[src/rtl/rpwu_pkg.sv]
// Shared constants, types and helpers of the raw pixel word unpacker.
package rpwu_pkg;

   localparam int BUS_BITS    = 32;
   localparam int MAX_RESULTS = 32;
   localparam int PIXEL_W     = 16;
   localparam int PBITS_W     = 5;
   localparam int LINE_W      = 16;
   localparam int LEFT_W      = $clog2(BUS_BITS + 1);
   localparam int CNT_W       = $clog2(MAX_RESULTS + 1);
   localparam int CSR_IDX_W   = 1;
   localparam int CSR_DATA_W  = 16;

   localparam logic [CSR_IDX_W-1:0] REG_PIXEL_BITS  = 1'b0;
   localparam logic [CSR_IDX_W-1:0] REG_LINE_PIXELS = 1'b1;

   localparam logic [PBITS_W-1:0] PIXEL_BITS_RESET  = 5'd10;
   localparam logic [LINE_W-1:0]  LINE_PIXELS_RESET = 16'd1920;

   typedef enum logic {
      ST_IDLE,
      ST_WORK
   } state_type;

   typedef struct packed {
      logic load;
      logic emit;
      logic finish;
   } cmd_type;

   typedef struct packed {
      logic have_pixel;
      logic last_pixel;
      logic out_free;
   } status_type;

   // Width of one pixel as used by the datapath: zero reads as 1, above 16 as 16.
   function automatic logic [PBITS_W-1:0] clamp_bits(input logic [PBITS_W-1:0] raw);
      logic [PBITS_W-1:0] res;
      res = raw;
      if (raw == '0) begin
         res = PBITS_W'(1);
      end else if (raw > PBITS_W'(PIXEL_W)) begin
         res = PBITS_W'(PIXEL_W);
      end
      return res;
   endfunction

   // Mask of the k lowest bits of a pixel, k from 0 to 16.
   function automatic logic [PIXEL_W-1:0] low_mask(input logic [PBITS_W-1:0] k);
      logic [PIXEL_W:0] wide;
      wide = (PIXEL_W+1)'(1) << k;
      return PIXEL_W'(wide - (PIXEL_W+1)'(1));
   endfunction

endpackage

[src/rtl/rpwu_ctrl.sv]
// Controller state machine of the raw pixel word unpacker.
module rpwu_ctrl (
   input  logic                 clock,
   input  logic                 reset,
   input  logic                 req_tvalid,
   output logic                 req_tready,
   input  rpwu_pkg::status_type status,
   output rpwu_pkg::cmd_type    cmd
);
   import rpwu_pkg::*;

   state_type state_ff;
   state_type state_in;

   always_ff @(posedge clock) begin
      if (reset) begin
         state_ff <= ST_IDLE;
      end else begin
         state_ff <= state_in;
      end
   end

   // Next state.
   always_comb begin
      state_in = state_ff;
      unique case (state_ff)
         ST_IDLE: begin
            if (req_tvalid) begin
               state_in = ST_WORK;
            end
         end
         ST_WORK: begin
            if (!status.have_pixel) begin
               state_in = ST_IDLE;
            end else if (status.out_free && status.last_pixel) begin
               state_in = ST_IDLE;
            end
         end
         default: state_in = ST_IDLE;
      endcase
   end

   // Outputs.
   always_comb begin
      req_tready = 1'b0;
      cmd        = '0;
      unique case (state_ff)
         ST_IDLE: begin
            req_tready = 1'b1;
            cmd.load   = req_tvalid;
         end
         ST_WORK: begin
            cmd.emit   = status.have_pixel && status.out_free;
            cmd.finish = !status.have_pixel;
         end
         default: begin
            req_tready = 1'b0;
         end
      endcase
   end

endmodule

[src/rtl/rpwu_datapath.sv]
// Datapath of the raw pixel word unpacker: word shifter, carry, counters, output register.
module rpwu_datapath (
   input  logic                                   clock,
   input  logic                                   reset,
   input  logic                                   csr_valid,
   input  logic [rpwu_pkg::CSR_IDX_W-1:0]         csr_index,
   input  logic [rpwu_pkg::CSR_DATA_W-1:0]        csr_data,
   input  logic [rpwu_pkg::BUS_BITS-1:0]          req_tdata,
   input  rpwu_pkg::cmd_type                      cmd,
   output rpwu_pkg::status_type                   status,
   output logic                                   rsp_tvalid,
   input  logic                                   rsp_tready,
   output logic [rpwu_pkg::PIXEL_W-1:0]           rsp_tdata,
   output logic                                   rsp_tlast,
   output logic [0:0]                             rsp_tuser
);
   import rpwu_pkg::*;

   logic [PBITS_W-1:0]  pixel_bits_ff;
   logic [LINE_W-1:0]   line_pixels_ff;
   logic [BUS_BITS-1:0] word_ff;
   logic [LEFT_W-1:0]   left_ff;
   logic [CNT_W-1:0]    count_ff;
   logic [PIXEL_W-1:0]  carry_bits_ff;
   logic [PBITS_W-1:0]  carry_count_ff;
   logic [LINE_W-1:0]   pixels_done_ff;
   logic                rsp_valid_ff;
   logic [PIXEL_W-1:0]  rsp_pixel_ff;
   logic                rsp_last_ff;
   logic                rsp_done_ff;

   logic [PBITS_W-1:0]  p;
   logic                join_pix;
   logic [PBITS_W-1:0]  take;
   logic [PIXEL_W-1:0]  pix_low;
   logic [PIXEL_W-1:0]  pix_val;
   logic [BUS_BITS-1:0] word_in;
   logic [LEFT_W-1:0]   left_in;
   logic [LINE_W-1:0]   done_inc;
   logic                line_end;
   logic                last_pixel;
   logic                carry_keep;
   logic [PIXEL_W-1:0]  keep_bits;
   logic [LEFT_W-1:0]   src_left;
   logic [BUS_BITS-1:0] src_word;

   assign p        = clamp_bits(pixel_bits_ff);
   assign join_pix = (carry_count_ff != '0);
   assign take     = join_pix ? (p - carry_count_ff) : p;
   assign pix_low  = word_ff[PIXEL_W-1:0] & low_mask(take);
   assign pix_val  = join_pix ? (PIXEL_W'(pix_low << carry_count_ff) | carry_bits_ff)
                              : pix_low;
   assign word_in  = word_ff >> take;
   assign left_in  = left_ff - LEFT_W'(take);
   assign done_inc = pixels_done_ff + LINE_W'(1);
   assign line_end = (done_inc == line_pixels_ff);
   assign last_pixel = line_end || (left_in < LEFT_W'(p))
                       || (count_ff == CNT_W'(MAX_RESULTS - 1));

   // Leftover bits kept for the next word, taken after a pixel or when none fits.
   assign src_left   = cmd.finish ? left_ff : left_in;
   assign src_word   = cmd.finish ? word_ff : word_in;
   assign carry_keep = (src_left != '0) && (src_left < LEFT_W'(p));
   assign keep_bits  = src_word[PIXEL_W-1:0] & low_mask(PBITS_W'(src_left));

   assign status.have_pixel = join_pix
                              || ((left_ff >= LEFT_W'(p))
                                  && (count_ff < CNT_W'(MAX_RESULTS)));
   assign status.last_pixel = last_pixel;
   assign status.out_free   = !rsp_valid_ff || rsp_tready;

   always_ff @(posedge clock) begin
      if (reset) begin
         pixel_bits_ff  <= PIXEL_BITS_RESET;
         line_pixels_ff <= LINE_PIXELS_RESET;
      end else if (csr_valid) begin
         if (csr_index == REG_PIXEL_BITS) begin
            pixel_bits_ff <= csr_data[PBITS_W-1:0];
         end else if (csr_index == REG_LINE_PIXELS) begin
            line_pixels_ff <= csr_data[LINE_W-1:0];
         end
      end
   end

   always_ff @(posedge clock) begin
      if (reset) begin
         carry_bits_ff  <= '0;
         carry_count_ff <= '0;
         pixels_done_ff <= '0;
         left_ff        <= '0;
         count_ff       <= '0;
      end else begin
         if (cmd.load) begin
            left_ff  <= LEFT_W'(BUS_BITS);
            count_ff <= '0;
            if (!(join_pix && (carry_count_ff < p))) begin
               carry_bits_ff  <= '0;
               carry_count_ff <= '0;
            end
         end else if (cmd.emit) begin
            left_ff        <= left_in;
            count_ff       <= count_ff + CNT_W'(1);
            pixels_done_ff <= line_end ? '0 : done_inc;
            if (last_pixel && !line_end && carry_keep) begin
               carry_bits_ff  <= keep_bits;
               carry_count_ff <= PBITS_W'(src_left);
            end else if (join_pix || line_end || last_pixel) begin
               carry_bits_ff  <= '0;
               carry_count_ff <= '0;
            end
         end else if (cmd.finish) begin
            carry_bits_ff  <= carry_keep ? keep_bits : '0;
            carry_count_ff <= carry_keep ? PBITS_W'(src_left) : '0;
         end
      end
   end

   always_ff @(posedge clock) begin
      if (cmd.load) begin
         word_ff <= req_tdata;
      end else if (cmd.emit) begin
         word_ff <= word_in;
      end
   end

   always_ff @(posedge clock) begin
      if (reset) begin
         rsp_valid_ff <= 1'b0;
      end else if (cmd.emit) begin
         rsp_valid_ff <= 1'b1;
      end else if (rsp_tready) begin
         rsp_valid_ff <= 1'b0;
      end
   end

   always_ff @(posedge clock) begin
      if (cmd.emit) begin
         rsp_pixel_ff <= pix_val;
         rsp_last_ff  <= line_end;
         rsp_done_ff  <= last_pixel;
      end
   end

   assign rsp_tvalid   = rsp_valid_ff;
   assign rsp_tdata    = rsp_pixel_ff;
   assign rsp_tlast    = rsp_last_ff;
   assign rsp_tuser[0] = rsp_done_ff;

endmodule

[src/rtl/raw_pixel_word_unpacker.sv]
// Top level of the raw pixel word unpacker: controller and datapath joined.
// The block takes one 32-bit packed word per req transaction and hands out the pixels it
// holds, least significant bits first, one pixel per rsp transaction and at most one per
// cycle. A pixel whose bits straddle two words is completed with the low bits of the next
// word. Each pixel counts towards the configured line width; the pixel that closes a line
// carries rsp_tlast, the rest of its word is dropped and the next line starts on a fresh
// word. rsp_tuser marks the last pixel that a given word produces. A word is loaded first
// and its pixels are then shifted out one by one through the word register; a stalled rsp
// side holds them back. The block loads a new word only after the previous one has
// produced its last pixel, while that pixel may still wait in the output register.
// Configuration writes are always taken and should only be made while no word is being
// unpacked. A width of zero is treated as one bit, and a width above sixteen as sixteen
// bits; a line width of zero closes a line after 65536 pixels.
module raw_pixel_word_unpacker (
   input  logic                                clock,
   input  logic                                reset,
   input  logic                                req_tvalid,
   output logic                                req_tready,
   input  logic [rpwu_pkg::BUS_BITS-1:0]       req_tdata,   // [31:0] packed_word
   output logic                                rsp_tvalid,
   input  logic                                rsp_tready,
   output logic [rpwu_pkg::PIXEL_W-1:0]        rsp_tdata,   // [15:0] pixel
   output logic                                rsp_tlast,   // line_end
   output logic [0:0]                          rsp_tuser,   // [0] word_done
   input  logic                                csr_valid,
   output logic                                csr_ready,
   input  logic [rpwu_pkg::CSR_IDX_W-1:0]      csr_index,
   input  logic [rpwu_pkg::CSR_DATA_W-1:0]     csr_data
);
   import rpwu_pkg::*;

   cmd_type    cmd;
   status_type status;

   // Configuration registers accept a write transaction in every cycle.
   assign csr_ready = 1'b1;

   rpwu_ctrl u_ctrl (
      .clock      (clock),
      .reset      (reset),
      .req_tvalid (req_tvalid),
      .req_tready (req_tready),
      .status     (status),
      .cmd        (cmd)
   );

   rpwu_datapath u_datapath (
      .clock      (clock),
      .reset      (reset),
      .csr_valid  (csr_valid),
      .csr_index  (csr_index),
      .csr_data   (csr_data),
      .req_tdata  (req_tdata),
      .cmd        (cmd),
      .status     (status),
      .rsp_tvalid (rsp_tvalid),
      .rsp_tready (rsp_tready),
      .rsp_tdata  (rsp_tdata),
      .rsp_tlast  (rsp_tlast),
      .rsp_tuser  (rsp_tuser)
   );

endmodule

[config.mk]
export PLATFORM = sky130hd
export DESIGN_NAME = raw_pixel_word_unpacker
export DESIGN_NICKNAME = d
export VERILOG_FILES = /design/src/rtl/rpwu_pkg.sv /design/src/rtl/rpwu_ctrl.sv /design/src/rtl/rpwu_datapath.sv /design/src/rtl/raw_pixel_word_unpacker.sv
export SDC_FILE = /design/constraint.sdc
export NUM_CORES = 1
export LEC_CHECK = 0
export BUFFER_PORTS_ARGS = -buffer_cell sky130_fd_sc_hd__buf_2
export CORE_AREA = 2 2 174 176
export CTS_CLUSTER_SIZE = 16
export DETAILED_ROUTE_END_ITERATION = 7
export DIE_AREA = 0 0 176 178
export PLACE_DENSITY = 0.59
export SLEW_MARGIN = 20
export SYNTH_ARGS = -nofsm -noshare
export SYNTH_HDL_FRONTEND = slang
export SYNTH_HIERARCHICAL = 1
export SYNTH_SLANG_ARGS = --single-unit
[constraint.sdc]
create_clock -name clock -period 9.35 [get_ports clock]
set_input_delay 0 -clock clock [delete_from_list [all_inputs] [get_ports clock]]
set_output_delay 0 -clock clock [all_outputs]
set_load 0.01 [all_outputs]
==> summary.md, run 1 <==
| Metric | Value |
|---|---|
| Status | `complete, no violations` |
| Clk_lat worst skew | `~440 ps` |
| Delay of the slowest cell on the worst path | `between 900 and 1000 ps` |
| Met3 GRT Util | `just under 4%` |
| Final cell count without fillers | `approximately 1,800` |
| Number of flops mapped to enable cells by yosys | `50` |
| Total Routed Length | `~36,000 µm` |
| CP bufs+invs | `3` |
| TritonCTS clock tree | `done` |
| H-tree depth | `4` |
| Grt ovf | `0` |
| Wire per inst | `between 20 and 25 µm` |
| Pwr dens | `just under 200 nW/µm²` |
| Cell count after synthesis | `between 1,000 and 1,500` |
| Data required time of the worst path | `roughly 10000 ps` |
| CP arrival | `a little under 8000 ps` |
| Initial core utilization | `a little over a third` |
| Yosys warnings | `6` |
| Post-route DRC | `0` |
| Global Route Usage Sum | `22.9%` |
| CTS max path bufs | `2` |
| CP max-delay cell | `dfxtp_1` |
| Biggest area consumer among synthesized cells | `edfxtp_1` |
| Initial antenna violation count | `0` |
| Clock slew at reported path FFs | `~60 ps` |
| Final Core Density | `between 40% and 50%` |
| DR vias/cell | `about 5.9` |
| Slew HR | `32.8%` |
| Pleak | `roughly 0.0045 µW` |
| Share of the synthesized area in the top cell type | `between 10 and 15%` |
| Post-cts sizing count | `0` |
| Die area | `roughly 31,000 µm²` |
| Worst Path Max Fanout | `26` |
| Setup TNS | `0 ps` |
| GR peak layer | `met2` |
| Vias in the first global route | `9,927` |
| Area contributors post-synth | `edfxtp_1 15%, dfxtp_1 14%, mux2i_1 8.7%, nand2_1 6.5%, a21oi_1 4.9%` |
| Syn avg cell area | `approximately 8 µm²` |
| Layout cells sized above 1 | `between 10% and 20%` |
| Max-Cap Viols | `0` |
| Placer Congestion | `between 0.9 and 1` |
| Crit path from | `u_datapath/carry_count_ff[2]` |
| Area grow syn2layout | `15.8%` |
| GR met1 Demand/Resource | `between 30% and 40%` |
| Critical path destination | `u_datapath/carry_bits_ff[6]` |
| RSZ-0062 raised after global routing | `no` |
| # setup viols final | `0` |
| Fill cells | `about 3,000` |
| Hold Crit Class | `in2reg` |
| Fin crit share | `81.0%` |
| Largest net degree at the start of global routing | `between 40 and 50` |
| #FFs+latches synth | `around 120` |
| Syn Nets | `between 1,000 and 1,500` |
| Final Skew | `17.3 ps` |
| Placed cell count | `around 1,700` |
| R2R setup slack | `around 1800 ps` |
| Tot Pwr | `around 2300 µW` |
| Global Route met2 Usage | `a little under two fifths` |
| Min Tclk post-route | `between 7000 and 8000 ps` |
| Die extent in x | `176 µm` |
| Crit path launch type | `register` |
| TritonCTS Buffers | `17` |
| Seq/Total Area, Yosys | `between 20% and 30%` |
| Worst R2R Start | `u_datapath/carry_count_ff[2]` |
| Synth cell types | `between 90 and 100` |
| Kind of critical path | `reg2reg` |
| Worst-margin pin slew | `roughly 1000 ps` |
| Number of I/O pins | `75` |
| Core area | `29,400 µm²` |
| Hold Vio Cnt, Final | `0` |
| CTS Sinks | `~120` |
| Setup Buffers After CTS | `0` |
| Setup crit end kind | `register` |
| Worst R2R Path Depth | `23` |
| Final ANT Viol Nets | `0` |
| Diode count | `0` |
| Post-DP HPWL | `about 25,000 µm` |
| Synth Cell Area | `just over 10,000 µm²` |
| DIE HEIGHT | `between 150 and 200 µm` |
| Max-slew violations | `0` |
| Top FF cell, synth | `dfxtp_1` |
| Via count | `between 10,000 and 15,000` |
| Stages on the worst setup path | `23` |
| Cell class contributing the biggest share of worst-path delay | `compound AO/OA/AOI/OAI gates` |
| Detailed Routing Iterations Pass 1 | `6` |
| Port Buffers | `73` |
| Max Freq | `around 130 MHz` |
| FFs w/ async S/R, synth | `0%` |
| Peak supply drop | `around 140 µV` |
| First-pass GRT wire length | `between 50,000 and 60,000 µm` |
| Root Driver | `clkbuf_16` |
| RR Endpoint | `u_datapath/carry_bits_ff[6]` |
| NumNets Final | `~1,400` |
| Row count | `between 60 and 70` |
| DRT iter0 DRCs | `between 1,000 and 1,500` |
| Worst-path cell chain | `clkinv_1 -> ha_1 -> a21o_1 -> a21oi_1 -> mux2i_1 -> nor2_1 -> inv_2 -> ha_1 -> nand2_1 -> nor3_1 -> a2bb2o_1 -> a211oi_2 -> mux2i_1 -> inv_2 -> ha_1 -> nand2_1 -> o211ai_1 -> a21oi_1 -> a21o_1 -> o2111ai_1 -> a21oi_1 -> nand2_1 -> o2bb2ai_1` |
==> metrics by stage <==
stage               worst slack [ps]  hold WS, ps  area, µm²
detailed placement              2070          217      10700
CTS                             2050          127      11800
finish                          1780          152      11800
global placement                2360          215      10700
floorplan                       3390         72.4      10200
global route                    1270          189      11800
==> power breakdown <==
group / internal (µW) / total, µW / switching [µW]
logic: 325 / 935 / 611
registers: 619 / 679 / 60.0
clock network: 355 / 662 / 307
total: 1300 / 2280 / 977
==> worst min path at each step <==
stage               slack [ps]  depth (start not counted)                           end        start
global route               190                          2  u_datapath/carry_count_ff[2]        reset
global placement           220                          3  u_datapath/line_pixels_ff[7]  csr_data[7]
floorplan                   70                          1               u_ctrl/state_ff        reset
CTS                        130                          4   u_datapath/pixel_bits_ff[1]    csr_valid
finish                     150                          4   u_datapath/pixel_bits_ff[3]    csr_valid
detailed placement         220                          3  u_datapath/line_pixels_ff[7]  csr_data[7]
==> routing by layer <==
metal	share of wire, %	wire length, µm	up-vias
met1	44	15700	4956
met3	7.0	2510	82
li1	-	-	4905
met4	3.6	1270	0
met5	0	0	-
met2	46	16300	465
==> cell families after synthesis <==
| kind of cell | count (synthesis) | synth area share [%] |
|---|---|---|
| buffers and inverters | 131 | 5.66 |
| adder cells (fa/ha/maj) | 28 | 3.58 |
| AO/OA/AOI/OAI | 386 | 25.5 |
| flip-flops | 122 | 28.9 |
| multiplexers | 100 | 10.2 |
| AND/OR/NAND/NOR | 488 | 22.6 |
| other | 1 | 0.0368 |
| XOR/XNOR | 40 | 3.57 |
==> worst register-to-register path, stage by stage, from the launching register on <==
cell       delay, ps
dfxtp_1          950
clkinv_1         510
ha_1             560
a21o_1           230
a21oi_1          260
mux2i_1          210
nor2_1           680
inv_2            370
ha_1             470
nand2_1          110
nor3_1            40
a2bb2o_1         310
a211oi_2         380
mux2i_1          270
inv_2            170
ha_1             260
nand2_1           70
o211ai_1         110
a21oi_1          180
a21o_1           120
o2111ai_1        100
a21oi_1          810
nand2_1          150
o2bb2ai_1        170
==> layout make-up <==
class	count	area [µm²]	area share [%]
multi-input combinational	1043	6690	56.7
sequential	122	2940	24.9
timing repair buffer	136	961	8.14
tap	390	488	4.13
clock buffer	17	425	3.60
inverter	40	150	1.27
clock inverter	15	146	1.24
==> cells in the mapped netlist (all sizes together) (5+ instances only) <==
cell type / n
nor3: 28
edfxtp: 50
nand3b: 9
a32oi: 6
a21o: 9
mux2: 9
inv: 38
or3: 11
or2: 5
o21a: 9
nand3: 53
and2: 13
buf: 40
mux2i: 90
o31ai: 20
a221oi: 5
dfxtp: 72
o22ai: 10
clkbuf: 51
a32o: 16
a22o: 7
nor2b: 10
o221ai: 6
a211oi: 16
nand2: 177
and3: 13
nand2b: 15
o21ai: 92
o2111ai: 5
nand4: 10
a22oi: 14
a31oi: 20
a21oi: 101
or4: 6
o211ai: 8
xor2: 9
ha: 26
nor2: 120
xnor2: 30
nor4: 7
==> state kept, by name (all words and copies together) (netlist names) <==
| register | cells |
|---|---|
| u_datapath/left_ff | 6 |
| u_datapath/rsp_tvalid | 1 |
| u_datapath/word_ff | 32 |
| u_datapath/rsp_tlast | 1 |
| u_datapath/line_pixels_ff | 16 |
| u_datapath/carry_bits_ff | 16 |
| u_datapath/count_ff | 6 |
| u_datapath/rsp_tdata | 16 |
| u_datapath/rsp_tuser | 1 |
| u_datapath/pixels_done_ff | 16 |
| u_datapath/carry_count_ff | 5 |
| u_datapath/pixel_bits_ff | 5 |
| u_ctrl/state_ff | 1 |
==> placed cells by master, fill, tap and decap left out, types with 24 or more instances in the layout <==
| cell | Yosys | routed |
|---|---|---|
| edfxtp_1 | 50 | 50 |
| nand2_1 | 177 | 177 |
| dlygate4sd3_1 | 0 | 49 |
| nor2_1 | 116 | 114 |
| dfxtp_1 | 72 | 72 |
| xnor2_1 | 30 | 30 |
| mux2i_1 | 89 | 89 |
| inv_1 | 31 | 31 |
| nor3_1 | 24 | 24 |
| ha_1 | 26 | 26 |
| o21ai_0 | 76 | 76 |
| buf_2 | 20 | 73 |
| a21oi_1 | 100 | 100 |
| nand3_1 | 53 | 53 |
==> repair_timing <==
item	CTS	global route
hold buffers	49	0
setup endpoints to repair	0	0
endpoints found under the hold margin	54	0
Note: power is estimated with default switching activity, not from simulation.
==> inputs of run 2 (changes only) <==
Clock period 9.35 ns to 7 ns, I/O delays scaled along.
==> run 2 against run 1 <==
Effect of this change:
- fmax is 24% higher
- hold slack worse by 28 ps
- worst setup slack worse by 880 ps
- cell area is 1.1% higher
- cell count is 0.96% higher
- first-iteration DRC count is 26% higher
- flip-flop and latch count stayed put
- critical endpoint is now u_datapath/carry_bits_ff[0]
- sequential power is 33% higher
- global-route usage is 0.31 points higher
- wire length is 1.6% higher
- highest routed layer unchanged
- sequential share of layout area is 0.27 points lower
- die area stayed put
==> summary.md, run 2 (same netlist as run 1, synthesis figures left out) <==
| Metric | Value |
|---|---|
| Status | `complete, no violations` |
| # setup viols final | `0 (unchanged)` |
| Wire per inst | `20.4 µm (+0.63%)` |
| Max-Cap Viols | `0 (unchanged)` |
| TritonCTS clock tree | `done` |
| Detailed Routing Iterations Pass 1 | `5 (-1)` |
| Post-cts sizing count | `0 (unchanged)` |
| Initial antenna violation count | `0 (unchanged)` |
| Row count | `63 (unchanged)` |
| Setup TNS | `0 ps (unchanged)` |
| Largest net degree at the start of global routing | `45 (-2.2%)` |
| NumNets Final | `1,459 (+1.2%)` |
| Tot Pwr | `3040 µW (+33%)` |
| Grt ovf | `0 (unchanged)` |
| DIE HEIGHT | `178 µm (unchanged)` |
| Final Skew | `12.8 ps (-4.47 ps)` |
| Multi-input gate area | `6690 µm² (about the same)` |
| Pwr dens | `255 nW/µm² (+32%)` |
| First-pass GRT wire length | `55,700 µm (-0.54%)` |
| Initial core utilization | `34.7% (unchanged)` |
| DRT iter0 DRCs | `1,369 (+26%)` |
| CP max-delay cell | `fa_1` |
| Placer Congestion | `0.949 (-1.6%)` |
| DR vias/cell | `5.88 (-0.37%)` |
| Final Core Density | `40.6% (+0.43 points)` |
| Worst-margin pin slew | `966 ps (-31.4 ps)` |
| Global Route Usage Sum | `23.2% (+0.31 points)` |
| Clock slew at reported path FFs | `60 ps (about the same)` |
| Cell class contributing the biggest share of worst-path delay | `compound AO/OA/AOI/OAI gates` |
| Kind of critical path | `reg2reg` |
| Setup Buffers After CTS | `0 (unchanged)` |
| Final ANT Viol Nets | `0 (unchanged)` |
| Min Tclk post-route | `6100 ps (-1470 ps)` |
| Data required time of the worst path | `7340 ps (-2370 ps)` |
| RSZ-0062 raised after global routing | `no` |
| Layout cells sized above 1 | `13.3% (+1.0 points)` |
| Core area | `29,400 µm² (unchanged)` |
| Peak supply drop | `184 µV (+36%)` |
| Slew HR | `34.9% (+2.1 points)` |
| Die extent in x | `176 µm (unchanged)` |
| Commonest non-fill, non-tap cells in the layout | `177 x nand2_1, 115 x nor2_1, 100 x a21oi_1, 89 x mux2i_1, 76 x o21ai_0` |
| Setup crit end kind | `register` |
| Register area | `2940 µm² (unchanged)` |
| Via count | `10,500 (+0.60%)` |
| R2R setup slack | `900 ps (-880 ps)` |
| CP arrival | `6440 ps (-1490 ps)` |
| Commonest non-fill, non-tap cell in the layout | `nand2_1` |
| Die area | `31,300 µm² (unchanged)` |
| Placed cell count | `1,699 (+1.0%)` |
| Largest Register | `u_datapath/word_ff` |
| Area grow syn2layout | `17.0%` |
| Pleak | `0.00462 µW (+1.9%)` |
| Vias in the first global route | `9,601 (-3.3%)` |
| Total Routed Length | `36,300 µm (+1.6%)` |
| Fin crit share | `87.1% (+6.1 points)` |
| Max Freq | `164 MHz (+24%)` |
| Diode count | `0 (unchanged)` |
| Hold Vio Cnt, Final | `0 (unchanged)` |
| Crit path launch type | `register` |
| Most frequent CP cell | `ha_1` |
| Port Buffers | `73 (unchanged)` |
| CTS Sinks | `122 (unchanged)` |
| H-tree depth | `4 (unchanged)` |
| CP bufs+invs | `2 (-1)` |
| Clk_lat worst skew | `450 ps (about the same)` |
| Final cell count without fillers | `1,780 (+0.96%)` |
| Max reg flops | `32 (unchanged)` |
| Worst Path Max Fanout | `15 (-42%)` |
| Post-route DRC | `0 (unchanged)` |
| WHS | `124 ps (-28.3 ps)` |
| Hold Crit Class | `in2reg` |
| CTS max path bufs | `2 (unchanged)` |
| Fill cells | `2,979 (-1.6%)` |
| Delay of the slowest cell on the worst path | `540 ps (-410 ps)` |
| Max-slew violations | `0 (unchanged)` |
| Root Driver | `clkbuf_16` |
| Worst-path cell chain | `nor3_1 -> o21ai_0 -> ha_1 -> inv_1 -> fa_1 -> a21o_1 -> a21oi_1 -> mux2i_1 -> nor2_1 -> inv_2 -> ha_1 -> nand2_1 -> nor3_1 -> a2bb2o_1 -> a211oi_2 -> ha_1 -> a21o_1 -> a31oi_1 -> nand3b_1 -> mux2i_1 -> nor2_1 -> a31o_2 -> and2_1 -> a22o_1` |
| TritonCTS Buffers | `17 (unchanged)` |
| Number of I/O pins | `75 (unchanged)` |
| Post-DP HPWL | `26,200 µm (+2.9%)` |
[run 2: per-stage QoR]
step / cell area (µm²) / worst slack, ps
floorplan: 10200 / 1040
global placement: 10900 / 1140
detailed placement: 10900 / 967
CTS: 11900 / 947
global route: 11900 / 450
finish: 11900 / 900
[run 2: worst paths after layout]
check,from,end,cells after the start
max,u_datapath/pixel_bits_ff[1],u_datapath/carry_bits_ff[0],24
min,csr_valid,u_datapath/pixel_bits_ff[3],4
max reg2reg,u_datapath/pixel_bits_ff[1],u_datapath/carry_bits_ff[0],24
min reg2reg,u_datapath/carry_bits_ff[12],u_datapath/carry_bits_ff[12],1
[run 2: repair_timing]
action	in CTS	in global routing
setup endpoints to repair	0	0
hold buffers	49	0
hold endpoints to repair	54	0
[run 2: report_power, final]
group	internal, µW	total, µW	switching [µW]
clock network	505	877	372
registers	827	904	76.8
logic	444	1260	813
total	1780	3040	1260
[run 2: worst register-to-register path: cells and delay by family (launching register included)]
kind,cells,cell delay (ps)
AO/OA/AOI/OAI,9,2450
buffers and inverters,2,140
AND/OR/NAND/NOR,7,970
flip-flops,1,440
multiplexers,2,580
adder cells (fa/ha/maj),4,1400
[run 2: cell type report]
type | count | area share, %
multi-input combinational | 1043 | 56.1
clock buffer | 18 | 3.68
sequential | 122 | 24.7
timing repair buffer | 153 | 9.12
clock inverter | 14 | 1.13
inverter | 40 | 1.26
tap | 390 | 4.09
[run 2: layer usage]
| layer | track usage, % | share of wire, % | wire (µm) |
|---|---|---|---|
| met5 | 0 | 0 | 0 |
| met4 | 10.4 | 3.7 | 1360 |
| met3 | 4.20 | 7.4 | 2680 |
| met2 | 37.0 | 46 | 16600 |
| met1 | 30.7 | 43 | 15700 |
